==> config.mk <==
export PLATFORM = sky130hd
export DESIGN_NAME = csv_field_splitter_core_flat
export DESIGN_NICKNAME = d
export VERILOG_FILES = /design/src/design/csvs_pkg.sv /design/src/design/csvs_if.sv /design/src/design/csv_field_splitter_core.sv /design/src/flat_wrapper.sv
export VERILOG_INCLUDE_DIRS = /design/src /design/src/design
export SDC_FILE = /design/constraint.sdc
export NUM_CORES = 1
export LEC_CHECK = 0
export BUFFER_PORTS_ARGS = -buffer_cell sky130_fd_sc_hd__clkbuf_2
export CORE_UTILIZATION = 40
export CTS_BUF_LIST = sky130_fd_sc_hd__clkbuf_16
export CTS_CLUSTER_DIAMETER = 100
export DETAILED_ROUTE_END_ITERATION = 10
export PLACE_DENSITY_LB_ADDON = 0.05
export RECOVER_POWER = 25
export REMOVE_ABC_BUFFERS = 1
export SKIP_LAST_GASP = 1
export SYNTH_ARGS = -nofsm -noshare
export SYNTH_HDL_FRONTEND = slang
export SYNTH_SLANG_ARGS = --single-unit
==> constraint.sdc <==
create_clock -name clk_i -period 4.9 [get_ports clk_i]
set_input_delay 0.49 -clock clk_i [delete_from_list [all_inputs] [get_ports clk_i]]
set_output_delay 0.49 -clock clk_i [all_outputs]
set_load 0.05 [all_outputs]
==> src/design/csv_field_splitter_core_macros.svh <==
// Assertion macros for the CSV field splitter.
`ifndef CSV_FIELD_SPLITTER_CORE_MACROS_SVH
`define CSV_FIELD_SPLITTER_CORE_MACROS_SVH

`ifndef SYNTH
// Same-cycle implication under reset disable.
`define CSVS_ASSERT_IMPL(lbl, clk, rst_n, ante, cons, msg) \
  lbl: assert property (@(posedge clk) disable iff (!rst_n) (ante) |-> (cons)) \
    else $error(msg);
// Next-cycle implication under reset disable.
`define CSVS_ASSERT_NEXT(lbl, clk, rst_n, ante, cons, msg) \
  lbl: assert property (@(posedge clk) disable iff (!rst_n) (ante) |=> (cons)) \
    else $error(msg);
`else
`define CSVS_ASSERT_IMPL(lbl, clk, rst_n, ante, cons, msg)
`define CSVS_ASSERT_NEXT(lbl, clk, rst_n, ante, cons, msg)
`endif

`endif

==> src/design/csvs_pkg.sv <==
// Shared constants and codes of the CSV field splitter.
package csvs_pkg;

  // Sizing
  localparam int unsigned MAX_COLUMNS = 256;
  localparam int unsigned LINE_BYTES  = 65536;

  // Line store holds at most 65535 bytes (16-bit positions).
  localparam int unsigned STORE_CAP   = (LINE_BYTES < 65535) ? LINE_BYTES : 65535;
  localparam logic [15:0] STORE_LIMIT = STORE_CAP[15:0];

  // Field index cap: the 8-bit field counter allows at most 256 columns.
  localparam int unsigned COL_CAP       = (MAX_COLUMNS < 256) ? MAX_COLUMNS : 256;
  localparam logic [8:0]  COL_LIMIT_MAX = COL_CAP[8:0];

  // Config port
  localparam int unsigned CFG_IDX_W = 4;
  localparam int unsigned CFG_DAT_W = 9;
  localparam logic [CFG_IDX_W-1:0] REG_SEPARATOR        = 4'd0;
  localparam logic [CFG_IDX_W-1:0] REG_EXPECTED_COLUMNS = 4'd1;

  localparam logic [7:0] SEPARATOR_RESET        = 8'd44;
  localparam logic [8:0] EXPECTED_COLUMNS_RESET = 9'd1;

  // Result kinds
  localparam logic [3:0] KIND_DATA       = 4'd0;
  localparam logic [3:0] KIND_FIELD_END  = 4'd1;
  localparam logic [3:0] KIND_LINE_OK    = 4'd2;
  localparam logic [3:0] KIND_LINE_BAD   = 4'd3;
  localparam logic [3:0] KIND_NL_QUOTE   = 4'd4;
  localparam logic [3:0] KIND_TOO_MANY   = 4'd5;
  localparam logic [3:0] KIND_TOO_LONG   = 4'd6;
  localparam logic [3:0] KIND_EOF_OK     = 4'd7;
  localparam logic [3:0] KIND_EOF_BAD    = 4'd8;

  // Special bytes
  localparam logic [7:0] CH_QUOTE = 8'd34;
  localparam logic [7:0] CH_NL    = 8'd10;
  localparam logic [7:0] CH_CR    = 8'd13;

endpackage

==> src/design/csvs_if.sv <==
// Channel interfaces of the CSV field splitter: byte in, result out, config write.
interface csvs_in_if;
  logic       valid;
  logic       ready;
  logic [7:0] data_byte;
  logic       end_of_input;

  modport source (output valid, output data_byte, output end_of_input, input ready);
  modport sink   (input valid, input data_byte, input end_of_input, output ready);
endinterface

interface csvs_out_if;
  logic        valid;
  logic        ready;
  logic [3:0]  kind;
  logic [7:0]  char_value;
  logic [15:0] line_position;
  logic [7:0]  field_number;
  logic [15:0] field_start;
  logic [15:0] field_size;

  modport source (output valid, output kind, output char_value, output line_position,
                  output field_number, output field_start, output field_size,
                  input ready);
  modport sink   (input valid, input kind, input char_value, input line_position,
                  input field_number, input field_start, input field_size,
                  output ready);
endinterface

interface csvs_cfg_if;
  logic                           valid;
  logic                           ready;
  logic [csvs_pkg::CFG_IDX_W-1:0] reg_index;
  logic [csvs_pkg::CFG_DAT_W-1:0] wdata;

  modport source (output valid, output reg_index, output wdata, input ready);
  modport sink   (input valid, input reg_index, input wdata, output ready);
endinterface

==> src/design/csv_field_splitter_core.sv <==
// Top level of the CSV field splitter: byte-serial line tokenizer.
//
//  channel | dir | words carried                     | accepted when
//  --------+-----+-----------------------------------+-------------------
//  in_i    | in  | data_byte, end_of_input           | valid && ready
//  out_o   | out | kind, char, position, field info  | valid && ready
//  cfg_i   | in  | reg_index, wdata                  | valid && ready
//
//  One word per cycle sustained while the result register is drained.
//  Path: input register -> byte classify / state update -> result register.
//  Words that give no result (quotes, CR) retire without needing result space.
//  A full result register stalls only words that produce a result.
//  Reset (rst_ni low) clears line state, valids and restores config defaults.
//  cfg_i is always ready; writes are meant for idle periods only.
`include "csv_field_splitter_core_macros.svh"

module csv_field_splitter_core (
  input  logic        clk_i,
  input  logic        rst_ni,
  csvs_in_if.sink     in_i,
  csvs_out_if.source  out_o,
  csvs_cfg_if.sink    cfg_i
);

  // Config registers
  logic [7:0] sep_q;
  logic [8:0] expcol_q;

  // Line state
  logic        inq_q,    inq_d;
  logic [7:0]  field_q,  field_d;
  logic [15:0] flen_q,   flen_d;
  logic [15:0] fstart_q, fstart_d;
  logic [15:0] wpos_q,   wpos_d;

  // Input register
  logic       ivalid_q, ivalid_d;
  logic [7:0] ibyte_q;
  logic       ieoi_q;

  // Result register
  logic        ovalid_q, ovalid_d;
  logic [3:0]  okind_q;
  logic [7:0]  ochar_q;
  logic [15:0] opos_q;
  logic [7:0]  onum_q;
  logic [15:0] ostart_q;
  logic [15:0] osize_q;

  // Combinational result
  logic        has_res;
  logic [3:0]  rkind;
  logic [7:0]  rchar;
  logic [15:0] rpos;
  logic [7:0]  rnum;
  logic [15:0] rstart;
  logic [15:0] rsize;

  logic       out_space, fire, in_ready;
  logic [8:0] next_col, col_lim;
  logic       count_ok, pending;

  assign cfg_i.ready = 1'b1;

  always_ff @(posedge clk_i or negedge rst_ni) begin
    if (!rst_ni) begin
      sep_q    <= csvs_pkg::SEPARATOR_RESET;
      expcol_q <= csvs_pkg::EXPECTED_COLUMNS_RESET;
    end else if (cfg_i.valid) begin
      case (cfg_i.reg_index)
        csvs_pkg::REG_SEPARATOR:        sep_q    <= cfg_i.wdata[7:0];
        csvs_pkg::REG_EXPECTED_COLUMNS: expcol_q <= cfg_i.wdata[8:0];
        default: ;
      endcase
    end
  end

  // Handshake glue
  assign out_space = !ovalid_q || out_o.ready;
  assign fire      = ivalid_q && (!has_res || out_space);
  assign in_ready  = !ivalid_q || fire;
  assign in_i.ready = in_ready;
  assign ivalid_d  = in_ready ? in_i.valid : ivalid_q;

  // Column checks: limit is min(expected, cap)
  assign next_col = {1'b0, field_q} + 9'd1;
  assign col_lim  = (expcol_q > csvs_pkg::COL_LIMIT_MAX) ? csvs_pkg::COL_LIMIT_MAX : expcol_q;
  assign count_ok = (next_col == expcol_q);
  assign pending  = (field_q != 8'd0) || (wpos_q != 16'd0) || inq_q;

  always_comb begin
    logic do_store;
    logic do_clear;
    do_store = 1'b0;
    do_clear = 1'b0;
    inq_d    = inq_q;
    field_d  = field_q;
    flen_d   = flen_q;
    fstart_d = fstart_q;
    wpos_d   = wpos_q;
    has_res  = 1'b0;
    rkind    = csvs_pkg::KIND_DATA;
    rchar    = 8'd0;
    rpos     = 16'd0;
    rnum     = 8'd0;
    rstart   = 16'd0;
    rsize    = 16'd0;

    if (ieoi_q) begin
      has_res  = 1'b1;
      rkind    = (!pending || (!inq_q && count_ok)) ? csvs_pkg::KIND_EOF_OK
                                                    : csvs_pkg::KIND_EOF_BAD;
      rnum     = field_q;
      rstart   = fstart_q;
      rsize    = flen_q;
      do_clear = 1'b1;
    end else if (inq_q) begin
      if (ibyte_q == csvs_pkg::CH_QUOTE) begin
        inq_d = 1'b0;
      end else if (ibyte_q == csvs_pkg::CH_NL) begin
        has_res  = 1'b1;
        rkind    = csvs_pkg::KIND_NL_QUOTE;
        do_clear = 1'b1;
      end else if (ibyte_q != csvs_pkg::CH_CR) begin
        do_store = 1'b1;
      end
    end else if (ibyte_q == csvs_pkg::CH_QUOTE && flen_q == 16'd0) begin
      inq_d = 1'b1;
    end else if (ibyte_q == csvs_pkg::CH_NL) begin
      has_res  = 1'b1;
      rkind    = count_ok ? csvs_pkg::KIND_LINE_OK : csvs_pkg::KIND_LINE_BAD;
      rnum     = field_q;
      rstart   = fstart_q;
      rsize    = flen_q;
      do_clear = 1'b1;
    end else if (ibyte_q == sep_q) begin
      has_res = 1'b1;
      if (next_col >= col_lim) begin
        // too many columns: column check comes before any position update
        rkind    = csvs_pkg::KIND_TOO_MANY;
        do_clear = 1'b1;
      end else begin
        rkind    = csvs_pkg::KIND_FIELD_END;
        rnum     = field_q;
        rstart   = fstart_q;
        rsize    = flen_q;
        field_d  = next_col[7:0];
        fstart_d = wpos_q;
        flen_d   = 16'd0;
      end
    end else if (ibyte_q != csvs_pkg::CH_CR) begin
      do_store = 1'b1;
    end

    if (do_store) begin
      has_res = 1'b1;
      if (wpos_q >= csvs_pkg::STORE_LIMIT) begin
        rkind    = csvs_pkg::KIND_TOO_LONG;
        do_clear = 1'b1;
      end else begin
        rkind  = csvs_pkg::KIND_DATA;
        rchar  = ibyte_q;
        rpos   = wpos_q;
        wpos_d = wpos_q + 16'd1;
        flen_d = flen_q + 16'd1;
      end
    end

    if (do_clear) begin
      inq_d    = 1'b0;
      field_d  = 8'd0;
      flen_d   = 16'd0;
      fstart_d = 16'd0;
      wpos_d   = 16'd0;
    end
  end

  assign ovalid_d = (fire && has_res) ? 1'b1 : (out_o.ready ? 1'b0 : ovalid_q);

  always_ff @(posedge clk_i or negedge rst_ni) begin
    if (!rst_ni) begin
      ivalid_q <= 1'b0;
      ovalid_q <= 1'b0;
      inq_q    <= 1'b0;
      field_q  <= 8'd0;
      flen_q   <= 16'd0;
      fstart_q <= 16'd0;
      wpos_q   <= 16'd0;
    end else begin
      ivalid_q <= ivalid_d;
      ovalid_q <= ovalid_d;
      if (fire) begin
        inq_q    <= inq_d;
        field_q  <= field_d;
        flen_q   <= flen_d;
        fstart_q <= fstart_d;
        wpos_q   <= wpos_d;
      end
    end
  end

  // Payload registers, no reset
  always_ff @(posedge clk_i) begin
    if (in_i.valid && in_ready) begin
      ibyte_q <= in_i.data_byte;
      ieoi_q  <= in_i.end_of_input;
    end
    if (fire && has_res) begin
      okind_q  <= rkind;
      ochar_q  <= rchar;
      opos_q   <= rpos;
      onum_q   <= rnum;
      ostart_q <= rstart;
      osize_q  <= rsize;
    end
  end

  assign out_o.valid         = ovalid_q;
  assign out_o.kind          = okind_q;
  assign out_o.char_value    = ochar_q;
  assign out_o.line_position = opos_q;
  assign out_o.field_number  = onum_q;
  assign out_o.field_start   = ostart_q;
  assign out_o.field_size    = osize_q;

  // Store position never runs past capacity.
  `CSVS_ASSERT_IMPL(a_wpos_cap, clk_i, rst_ni, 1'b1, wpos_q <= csvs_pkg::STORE_LIMIT, "write position over capacity")
  // Open field always ends at the write position.
  `CSVS_ASSERT_IMPL(a_field_span, clk_i, rst_ni, 1'b1, (({1'b0, fstart_q} + {1'b0, flen_q}) == {1'b0, wpos_q}), "field start plus length differs from write position")
  // Line ends and errors leave a cleared line state.
  `CSVS_ASSERT_NEXT(a_clear, clk_i, rst_ni, fire && has_res && (rkind >= csvs_pkg::KIND_LINE_OK), !inq_q && field_q == 8'd0 && wpos_q == 16'd0, "line state not cleared")

endmodule

==> src/flat_wrapper.sv <==
// flat-port wrapper written by rule: the top's interface ports become plain ports
module csv_field_splitter_core_flat 
  (clk_i, rst_ni, in_i_valid, in_i_data_byte, in_i_end_of_input, in_i_ready, out_o_valid, out_o_kind, out_o_char_value, out_o_line_position, out_o_field_number, out_o_field_start, out_o_field_size, out_o_ready, cfg_i_valid, cfg_i_reg_index, cfg_i_wdata, cfg_i_ready);
  csvs_in_if in_i_i ();
  csvs_out_if out_o_i ();
  csvs_cfg_if cfg_i_i ();
  input  logic clk_i;
  input  logic rst_ni;
  input wire logic [$bits(in_i_i.valid)-1:0] in_i_valid;
  input wire logic [$bits(in_i_i.data_byte)-1:0] in_i_data_byte;
  input wire logic [$bits(in_i_i.end_of_input)-1:0] in_i_end_of_input;
  output wire logic [$bits(in_i_i.ready)-1:0] in_i_ready;
  output wire logic [$bits(out_o_i.valid)-1:0] out_o_valid;
  output wire logic [$bits(out_o_i.kind)-1:0] out_o_kind;
  output wire logic [$bits(out_o_i.char_value)-1:0] out_o_char_value;
  output wire logic [$bits(out_o_i.line_position)-1:0] out_o_line_position;
  output wire logic [$bits(out_o_i.field_number)-1:0] out_o_field_number;
  output wire logic [$bits(out_o_i.field_start)-1:0] out_o_field_start;
  output wire logic [$bits(out_o_i.field_size)-1:0] out_o_field_size;
  input wire logic [$bits(out_o_i.ready)-1:0] out_o_ready;
  input wire logic [$bits(cfg_i_i.valid)-1:0] cfg_i_valid;
  input wire logic [$bits(cfg_i_i.reg_index)-1:0] cfg_i_reg_index;
  input wire logic [$bits(cfg_i_i.wdata)-1:0] cfg_i_wdata;
  output wire logic [$bits(cfg_i_i.ready)-1:0] cfg_i_ready;
  assign in_i_i.valid = in_i_valid;
  assign in_i_i.data_byte = in_i_data_byte;
  assign in_i_i.end_of_input = in_i_end_of_input;
  assign in_i_ready = in_i_i.ready;
  assign out_o_valid = out_o_i.valid;
  assign out_o_kind = out_o_i.kind;
  assign out_o_char_value = out_o_i.char_value;
  assign out_o_line_position = out_o_i.line_position;
  assign out_o_field_number = out_o_i.field_number;
  assign out_o_field_start = out_o_i.field_start;
  assign out_o_field_size = out_o_i.field_size;
  assign out_o_i.ready = out_o_ready;
  assign cfg_i_i.valid = cfg_i_valid;
  assign cfg_i_i.reg_index = cfg_i_reg_index;
  assign cfg_i_i.wdata = cfg_i_wdata;
  assign cfg_i_ready = cfg_i_i.ready;
  csv_field_splitter_core u_core (.clk_i(clk_i), .rst_ni(rst_ni), .in_i(in_i_i), .out_o(out_o_i), .cfg_i(cfg_i_i));
endmodule
==> Yosys cells after proc, flatten, opt, wreduce, memory -nomap -nowiden <==
Cells that the tools add are included.
{ "classes": {"addsub": 3, "bitwise_logic": 1, "n_reduce_logical": 29, "order_cmp": 3, "n_mux": 88, "n_eq_ne": 12} }
{ "ops": {"columns": ["operator", "n"], "rows": [
  ["$mux W16", 31],
  ["$mux W8", 13],
  ["$add A16 B1 Y16 const B", 2],
  ["$mux W1", 32],
  ["$mux W4", 8],
  ["$ge A16 B16 Y1 const B", 1],
  ["$logic_not A16 Y1", 1],
  ["$reduce_bool A16 Y1", 1],
  ["$ne A2 B2 Y1 const B", 6],
  ["$add A8 B1 Y9 const B", 1],
  ["$eq A9 B9 Y1", 1],
  ["$ge A9 B9 Y1", 1],
  ["$gt A9 B9 Y1 const B", 1],
  ["$mux W3", 3],
  ["$mux W9", 1],
  ["$eq A8 B4 Y1 const B", 1],
  ["$eq A8 B6 Y1 const B", 1],
  ["$eq A8 B8 Y1", 1],
  ["$ne A8 B4 Y1 const B", 1],
  ["$reduce_bool A8 Y1", 1],
  ["$reduce_and A7 Y1", 1],
  ["$logic_or A1 B1 Y1", 6],
  ["$reduce_and A2 Y1", 3],
  ["$reduce_bool A2 Y1", 3],
  ["other kinds (7)", 15]
]} }
{ "word_totals": {"ff_bits": 153, "word_cells": 153, "out_inout_bits": 71, "in_bits": 27} }

==> Depth between registers and ports, before layout <==
Gate-level depths: netlist of the first run.
{ "logic_depth": {"word_depth": 13, "ltp_mapped": 15, "ltp_nobuf": 13} }

==> Worst setup path after synthesis of the first run <==
OpenSTA, ideal clock, no wires.
{ "synth_path": {"path_kind": "register to register", "startpoint": "register u_core.field_q[0]", "endpoint": "register u_core.fstart_q[10]", "stages_incl_launch_ff": 14, "setup_ns": 0.121, "period_less_slack_ns": 3.369, "t_required_ns": 4.779, "path_buffers": 2, "path_slack_ns": 1.531, "arrival_ns": 3.248, "path_cell_list": "dfrtp_1 > ha_1 > nand3_1 > and2_1 > or2_2 > ha_1 > a21oi_1 > nor2_1 > a21o_1 > or4_1 > a21bo_1 > buf_6 > buf_6 > a22o_1"} }
{ "synth_via": {"elab_chain_len": 12, "word_cells_on_any_way": 18, "cone_classes": "add/sub (1); order compare (1); eq/ne (5); mux (9); reduce/logical (2)"} }
{ "synth_rtl": {"columns": ["element", "line_no", "source"], "rows": [
  ["start: declaration", "csv_field_splitter_core.sv:31", "logic [7:0] field_q, field_d;"],
  ["start signal: assignment", "csv_field_splitter_core.sv:194", "field_q <= field_d;"],
  ["$add A8 B1 Y9 (*)", "csv_field_splitter_core.sv:86", "assign next_col = {1'b0, field_q} + 9'd1;"],
  ["$ge A9 B9 Y1 (*)", "csv_field_splitter_core.sv:138", "if (next_col >= col_lim) begin"],
  ["$mux W1", "csv_field_splitter_core.sv:138", null],
  ["$mux W1", "csv_field_splitter_core.sv:136", "end else if (ibyte_q == sep_q) begin"],
  ["$mux W1", "csv_field_splitter_core.sv:129", "end else if (ibyte_q == csvs_pkg::CH_NL) begin"],
  ["$mux W1", "csv_field_splitter_core.sv:127", "end else if (ibyte_q == csvs_pkg::CH_QUOTE && flen_q == 16'd0) begin"],
  ["$mux W1", "csv_field_splitter_core.sv:117", "end else if (inq_q) begin"],
  ["$mux W1", "csv_field_splitter_core.sv:109", "if (ieoi_q) begin"],
  ["$mux W1", "csv_field_splitter_core.sv:157", "if (wpos_q >= csvs_pkg::STORE_LIMIT) begin"],
  ["$mux W1", "csv_field_splitter_core.sv:155", "if (do_store) begin"],
  ["$ne A2 B2 Y1 (no source line) or $reduce_bool A2 Y1 (tied branches)", null, null],
  ["$reduce_and A7 Y1 (no source line)", null, null],
  ["end signal: assignment", "csv_field_splitter_core.sv:196", "fstart_q <= fstart_d;"],
  ["end: declaration", "csv_field_splitter_core.sv:33", "logic [15:0] fstart_q, fstart_d;"]
]} }
Every way passes the cells marked *; elsewhere a longest branch is shown, timed or not.
A chain may end at the register's enable or synchronous reset.

==> Final worst setup path of the first run <==
{ "layout_path": {"startpoint": "register u_core.field_q[0]", "endpoint": "register u_core.field_q[3]"} }
{ "layout_via": {"elab_chain_len": 12, "word_cells_on_any_way": 24, "cone_classes": "add/sub (1); order compare (1); eq/ne (5); mux (15); reduce/logical (2)"} }
{ "layout_rtl": {"columns": ["element", "line_no"], "rows": [
  ["$add A8 B1 Y9 (*)", "csv_field_splitter_core.sv:86"],
  ["$ge A9 B9 Y1", "csv_field_splitter_core.sv:138"],
  ["$mux W1", "csv_field_splitter_core.sv:138"],
  ["$mux W1", "csv_field_splitter_core.sv:136"],
  ["$mux W1", "csv_field_splitter_core.sv:129"],
  ["$mux W1", "csv_field_splitter_core.sv:127"],
  ["$mux W1", "csv_field_splitter_core.sv:117"],
  ["$mux W1", "csv_field_splitter_core.sv:109"],
  ["$mux W1", "csv_field_splitter_core.sv:157"],
  ["$mux W1", "csv_field_splitter_core.sv:155"],
  ["$ne A2 B2 Y1 (no source line) or $reduce_bool A2 Y1 (tied branches)", null],
  ["$reduce_and A7 Y1 (no source line)", null]
]} }
Every way passes the cells marked *; elsewhere a longest branch is shown, timed or not. The select of a mux whose other input is x is not followed.

==> impl_results.md, run 1 <==
* Outcome: finished with violations
* Failing checks: max-capacitance violations, max-slew violations
* Critical path's slowest cell: a21bo_1
* Critical path type: reg -> reg
* Starting Density at 0.416
* CTS tree: done
* Critical R2R Capture: u_core.field_q[3]
* Clk_skew at 0.00943 ns
* Hold Crit Class: in -> reg
* Detailed-route wire length per cell at 16.7 um
* Worst Reg-to-Reg Cells at 13
* Setup slack, reg-to-reg at 0.87 ns
* Core outline area at 17500 um2
* Levels on crit path at 13
* All-Layer GR Usage at 0.186
* Area leader, netlist: edfxtp_1
* Syn avg cell area at 11.6 um2
* Final WL at 16100 um
* # H-tree levels at 4
* Dpl hpwl at 11500 um
* Clk root buf: clkbuf_16
* Crit-path max FO at 18
* Crit path to: u_core.field_q[3]
* Async SR Flop Fraction at 0.497
* Register area share after synthesis at 0.579
* Buffers & Inverters on Critical Path at 0
* Finish-stage setup viols at 0
* Grt total ovfl at 0
* Crit. End Element: flop
* Hold depth at 1
* Layout area overhead at 18.2%
* Final setup TNS at 0 ns
* Setup crit start: u_core.field_q[0]
* First-pass GRT wire length at 26400 um
* Maxcap violations at 1
* Logic pwr share at 0.168
* Post-synth EDFFs at 77
* CP peak stage delay at 0.56 ns
* LEAKAGE at 0.00366 uW
* Num CTS Buffers at 17
* Gp weighted congestion at 0.804
* Final period utilization at 0.823
* Max_slew headroom at -0.346
* Primary FF master, synth: edfxtp_1
* Total Power at 3550 uW
* Die Ht at 137 um
* Layout cells sized above 1 at 0.233
* FP Rows at 48
* Worst skew pair latency at 0.43 ns
* Post-CTS Hold Fix Bufs at 0
* Reg2reg start: u_core.field_q[0]
* Via count at 5141
* Largest net degree at the start of global routing at 77
* DRC viols at 0
* Psw at 1040 uW
* Req. time, crit path at 5.25 ns
* Max Clock Freq at 248 MHz
* Tmin final at 4.03 ns
* Switch share at 0.292
* Diodes inserted at 0
* Fillers at 1627
* Clock power share at 0.392
* Post-CTS Setup Inserts at 0
* # nets final at 767
* Synthesis Warnings at 0
* Startpoint Class: flop
* Die X at 137 um
* CTS Sinks at 153
* DRT iter0 DRCs at 335
* P per Cell Area at 412 nW/um2
* Initial antenna violation count at 0
* Ports at 98
* Most common cell after layout, fill and taps aside: clkbuf_2
* P_int at 2510 uW
* Syn Std Cell Area at 7290 um2
* Maximum vdd drop at 0.000237 V
* RSZ-0062 raised after global routing: false
* Critical path, cell by cell: ha_1, nand3_1, nor2_1, nor2_1, or2_2, ha_1, a21oi_1, o21ai_0, or3_1, o221a_2, nor2_4, a21bo_1, a22o_1
* Most frequent cells in the layout: clkbuf_2 (96), edfxtp_1 (77), dfrtp_1 (72), nand2_1 (50), nor2b_1 (39)
* Worst slew pin tran at 2.02 ns
* Post-DRT Antenna Nets at 0
* Max-slew violations at 77
* Crit path max-delay family: compound AO/OA/AOI/OAI gates
* Share of the synthesized area in the top cell type at 0.317
* Gate Count Post-Synth at 629
* DR pass1 iterations at 6
* Top cells by area, synth: edfxtp_1 (32%), dfrtp_1 (25%), nor2b_1 (3.3%)
* Core Util, Final at 0.491
* Netlist cell types at 68
* Reg power frac at 0.440
* Hold Vio Cnt, Final at 0
* IO Port Bufs at 96
* Die area at 18800 um2
* Max Buffers Root-to-Sink at 2
* Worst-path clk slew at 0.06 ns
* CTS resizes at 0
* WP data arrival at 4.39 ns
* Vias/cell at 5.34
* Vias in the first global route at 5105
* Flops & latches, synth at 153
-- power by group through the flow --
| stage | clock network, uW | logic [uW] | registers [uW] |
|---|---|---|---|
| global route | 1470 | 651 | 1580 |
| finish | 1390 | 595 | 1560 |
| floorplan | 0 | 248 | 1760 |
| CTS | 1420 | 605 | 1560 |
| detailed placement | 0 | 604 | 1590 |
| global placement | 0 | 591 | 1580 |
-- layout make-up --
| type | instances | area [um2] | area share |
|---|---|---|---|
| clock buffer | 17 | 425 | 0.0494 |
| multi-input combinational | 428 | 2880 | 0.334 |
| timing repair buffer | 103 | 529 | 0.0614 |
| tap | 225 | 282 | 0.0327 |
| inverter | 22 | 82.6 | 0.00958 |
| sequential | 153 | 4220 | 0.490 |
| clock inverter | 15 | 200 | 0.0232 |
-- registers in the layout, indices dropped and copies added, names as in the netlist, 4 cells and up --
register	cells
u_core.out_o.char_value	8
u_core.out_o.kind	4
u_core.fstart_q	16
u_core.out_o.field_size	16
u_core.out_o.line_position	16
u_core.sep_q	8
u_core.ibyte_q	8
u_core.out_o.field_start	16
u_core.wpos_q	16
u_core.out_o.field_number	8
u_core.expcol_q	9
u_core.field_q	8
u_core.flen_q	16
-- routing by layer --
metal | vias to the layer above | global-route usage | wire length [um]
met5 | - | 0 | 0
met4 | 0 | 0.0745 | 319
met3 | 25 | 0.0337 | 782
met2 | 147 | 0.302 | 7670
met1 | 2480 | 0.247 | 7350
li1 | 2489 | - | -
-- stage by stage --
step           instance area, um2  instances  setup slack, ns  hold slack (ns)
3_5_place_dp                 8000        931            0.880            0.488
5_1_grt                      8620        963            0.512            0.220
6_report                     8620        963            0.866            0.238
4_1_cts                      8620        963            0.852            0.219
2_1_floorplan                7160        603            0.859            0.194
3_3_place_gp                 8000        931             1.05            0.481
-- cells in the mapped netlist, types with 2 or more instances --
master / instances
a211oi_1: 2
a21boi_1: 3
a21o_1: 3
a21oi_1: 17
a22o_1: 18
a31oi_1: 12
a41oi_1: 2
and2_1: 27
and3_1: 14
and4_1: 5
buf_2: 5
buf_6: 2
clkbuf_1: 17
dfrtp_1: 72
dfstp_2: 4
edfxtp_1: 77
ha_1: 15
inv_1: 21
mux2_2: 17
nand2_1: 50
nand2b_1: 3
nand3_1: 15
nand3b_1: 4
nand4_1: 14
nor2_1: 37
nor2b_1: 39
nor3_1: 6
nor3_2: 2
nor4_1: 8
nor4_2: 2
nor4b_1: 5
o211ai_1: 2
o21ai_0: 28
o21ai_1: 6
o31a_1: 3
o31ai_1: 5
or2_2: 4
or3_1: 7
or4_1: 6
xnor2_1: 7
xnor3_1: 2
xor2_1: 15
-- how the worst min path moves through the flow --
stage / start / endpoint / slack [ns]
detailed placement: u_core.fstart_q[6] / u_core.fstart_q[6] / 0.49
CTS: in_i_data_byte[3] / u_core.ibyte_q[3] / 0.22
global route: in_i_data_byte[3] / u_core.ibyte_q[3] / 0.22
global placement: u_core.fstart_q[7] / u_core.fstart_q[7] / 0.48
finish: in_i_data_byte[2] / u_core.ibyte_q[2] / 0.24
floorplan: rst_ni / u_core.expcol_q[1] / 0.19
-- logic make-up (layout without fill, tap and decap cells) --
logic type,count (synthesis),count (layout),share of synthesized area
multiplexers,17,17,0.0263
AO/OA/AOI/OAI,114,114,0.106
XOR/XNOR,25,25,0.0359
adder cells (fa/ha/maj),15,15,0.0258
other,1,1,0.000515
buffers and inverters,48,157,0.0282
flip-flops,153,153,0.579
AND/OR/NAND/NOR,256,256,0.198
(Power assumes the default switching activity.)
==> inputs of run 2 (changes only) <==
- clock period: 4.9 -> 4 ns (I/O delays scaled with it)
==> run 2 against run 1 <==
Net effect: the run still ends with max-capacitance violations, max-slew violations left; worst hold slack lost 0.098 ns; setup slack lost 0.63 ns; via count shrank 1.2%; core utilization grew 0.34 points; critical path depth shrank 1; sequential cell count is the same; cell area grew 0.70%; largest power group unchanged; highest routed layer unchanged.
==> impl_results.md, run 2 (synthesis results as in run 1) <==
* CP peak stage delay at 0.59 ns (was 0.56 ns)
* Num CTS Buffers at 17 (unchanged)
* Logic pwr share at 0.168 (about the same)
* Largest net degree at the start of global routing at 77 (unchanged)
* Worst-path clk slew at 0.06 ns (about the same)
* Area post-placement at 8040 um2 (was 8000 um2)
* Core outline area at 17500 um2 (unchanged)
* Worst skew pair latency at 0.43 ns (about the same)
* LEAKAGE at 0.00370 uW (was 0.00366 uW)
* Via count at 5081 (was 5141)
* Diodes inserted at 0 (unchanged)
* Vias in the first global route at 4923 (was 5105)
* Most common cell after layout, fill and taps aside: clkbuf_2 (unchanged)
* Failing checks: max-capacitance violations, max-slew violations (unchanged)
* Grt total ovfl at 0 (unchanged)
* Psw at 1260 uW (was 1040 uW)
* CTS tree: done (unchanged)
* Final setup TNS at 0 ns (unchanged)
* # nets final at 770 (was 767)
* Cell mode on critical path: ha_1
* Die Ht at 137 um (unchanged)
* Max Buffers Root-to-Sink at 2 (unchanged)
* CTS resizes at 0 (unchanged)
* Ports at 98 (unchanged)
* CTS Sinks at 153 (unchanged)
* Final period utilization at 0.941 (was 0.823)
* Worst Reg-to-Reg Cells at 12 (was 13)
* Hold depth at 1 (unchanged)
* Critical path, cell by cell: ha_1, nand3_1, and2_1, or2_2, ha_1, a21oi_1, nor2_1, a21o_1, or4_1, a21bo_1, buf_4, a221o_1 (was ha_1, nand3_1, nor2_1, nor2_1, or2_2, ha_1, a21oi_1, o21ai_0, or3_1, o221a_2, nor2_4, a21bo_1, a22o_1)
* Reg power frac at 0.435 (was 0.440)
* # H-tree levels at 4 (unchanged)
* Post-Layout Cell Count at 966 (was 963)
* Startpoint Class: flop (unchanged)
* Gp weighted congestion at 0.826 (was 0.804)
* Max-slew violations at 77 (unchanged)
* Inst Count DP at 934 (was 931)
* Clk_skew at 0.00933 ns (was 0.00943 ns)
* Layout area overhead at 19.1% (was 18.2%)
* Layout cells sized above 1 at 0.235 (was 0.233)
* Hold EP: u_core.ibyte_q[6] (was u_core.ibyte_q[2])
* Outcome: finished with violations (unchanged)
* Post-DRT Antenna Nets at 0 (unchanged)
* Clock power share at 0.397 (was 0.392)
* Post-CTS Setup Inserts at 0 (unchanged)
* Max_slew headroom at -0.361 (was -0.346)
* Req. time, crit path at 4.32 ns (was 5.25 ns)
* IO Port Bufs at 96 (unchanged)
* Crit-path max FO at 18 (unchanged)
* Detailed-route wire length per cell at 16.5 um (was 16.7 um)
* DRT iter0 DRCs at 288 (was 335)
* RSZ-0062 raised after global routing: false (unchanged)
* Die X at 137 um (unchanged)
* Maxcap violations at 1 (unchanged)
* P per Cell Area at 506 nW/um2 (was 412 nW/um2)
* Critical path's slowest cell: or4_1 (was a21bo_1)
* Hold Crit Class: in -> reg (unchanged)
* Initial antenna violation count at 0 (unchanged)
* Finish-stage setup viols at 0 (unchanged)
* Maximum vdd drop at 0.000307 V (was 0.000237 V)
* FP Rows at 48 (unchanged)
* Crit. End Element: flop (unchanged)
* Critical R2R Capture: u_core.field_q[5] (was u_core.field_q[3])
* Final WL at 15900 um (was 16100 um)
* First-pass GRT wire length at 25800 um (was 26400 um)
* Core Util, Final at 0.495 (was 0.491)
* Dpl hpwl at 11400 um (was 11500 um)
* P_int at 3130 uW (was 2510 uW)
* Total Power at 4390 uW (was 3550 uW)
* WP data arrival at 4.08 ns (was 4.39 ns)
* Vias/cell at 5.26 (was 5.34)
* Die area at 18800 um2 (unchanged)
* Critical path type: reg -> reg (unchanged)
* Switch share at 0.286 (was 0.292)
* DR pass1 iterations at 5 (was 6)
* Max Clock Freq at 266 MHz (was 248 MHz)
* Starting Density at 0.416 (unchanged)
* Post-CTS Hold Fix Bufs at 0 (unchanged)
* Tmin final at 3.76 ns (was 4.03 ns)
* Most frequent cells in the layout: clkbuf_2 (96), edfxtp_1 (77), dfrtp_1 (72), nand2_1 (50), nor2b_1 (38) (was clkbuf_2 (96), edfxtp_1 (77), dfrtp_1 (72), nand2_1 (50), nor2b_1 (39))
* All-Layer GR Usage at 0.183 (was 0.186)
* Clk root buf: clkbuf_16 (unchanged)
* Reg2reg start: u_core.field_q[0] (unchanged)
* Fin area at 8680 um2 (was 8620 um2)
* Setup slack, reg-to-reg at 0.24 ns (was 0.87 ns)
* Worst slew pin tran at 2.04 ns (was 2.02 ns)
* DRC viols at 0 (unchanged)
* Hold wc startpoint: in_i_data_byte[6] (was in_i_data_byte[2])
* Hold Vio Cnt, Final at 0 (unchanged)
==> run 2: stage by stage <==
step,hold slack [ns],setup WS (ns)
after detailed placement,0.485,0.114
after floorplan,0.104,-0.0406
after CTS,0.124,0.0822
after global placement,0.479,0.278
final,0.139,0.236
after global routing,0.119,0.0124
==> run 2: cell type report <==
| class | count | area (um2) |
|---|---|---|
| repair buffers | 106 | 577 |
| flip-flops and latches | 153 | 4220 |
| well taps | 225 | 282 |
| clock buffers | 17 | 425 |
| fillers | 1631 | 8860 |
| inverters | 22 | 82.6 |
| multi-input cells | 428 | 2880 |
| clock inverters | 15 | 210 |
==> run 2: power by group through the flow <==
stage          Clock, uW  Sequential, uW  Combinational [uW]
6_report            1740            1910                 738
5_1_grt             1850            1930                 804
4_1_cts             1780            1910                 751
3_5_place_dp           0            1940                 749
3_3_place_gp           0            1940                 732
2_1_floorplan          0            2150                 304
==> run 2: how the worst max path moves through the flow <==
| stage | start | end | slack, ns | cells past startpoint |
|---|---|---|---|---|
| floorplan | u_core.field_q[0] | u_core.out_o.field_number[3] | -0.04 | 11 |
| detailed placement | u_core.field_q[0] | u_core.wpos_q[2] | 0.11 | 13 |
| global placement | u_core.field_q[0] | u_core.wpos_q[2] | 0.28 | 13 |
| global route | u_core.field_q[0] | u_core.field_q[5] | 0.01 | 14 |
| CTS | u_core.field_q[0] | u_core.wpos_q[2] | 0.08 | 13 |
| finish | u_core.field_q[0] | u_core.field_q[5] | 0.24 | 12 |
==> run 2: layer usage <==
layer,up-vias,track usage,share of wire
met3,21,0.0422,0.048
met2,131,0.289,0.46
met4,0,0.0751,0.020
met5,-,0,0
li1,2494,-,-
met1,2435,0.243,0.47
==> run 2: worst max-delay path: cells and delay by family (launching register included) <==
family / cells / cell delay [ns]
AO/OA/AOI/OAI: 4 / 0.93
adder cells (fa/ha/maj): 2 / 0.57
buffers and inverters: 1 / 0.20
flip-flops: 1 / 0.44
AND/OR/NAND/NOR: 5 / 1.49
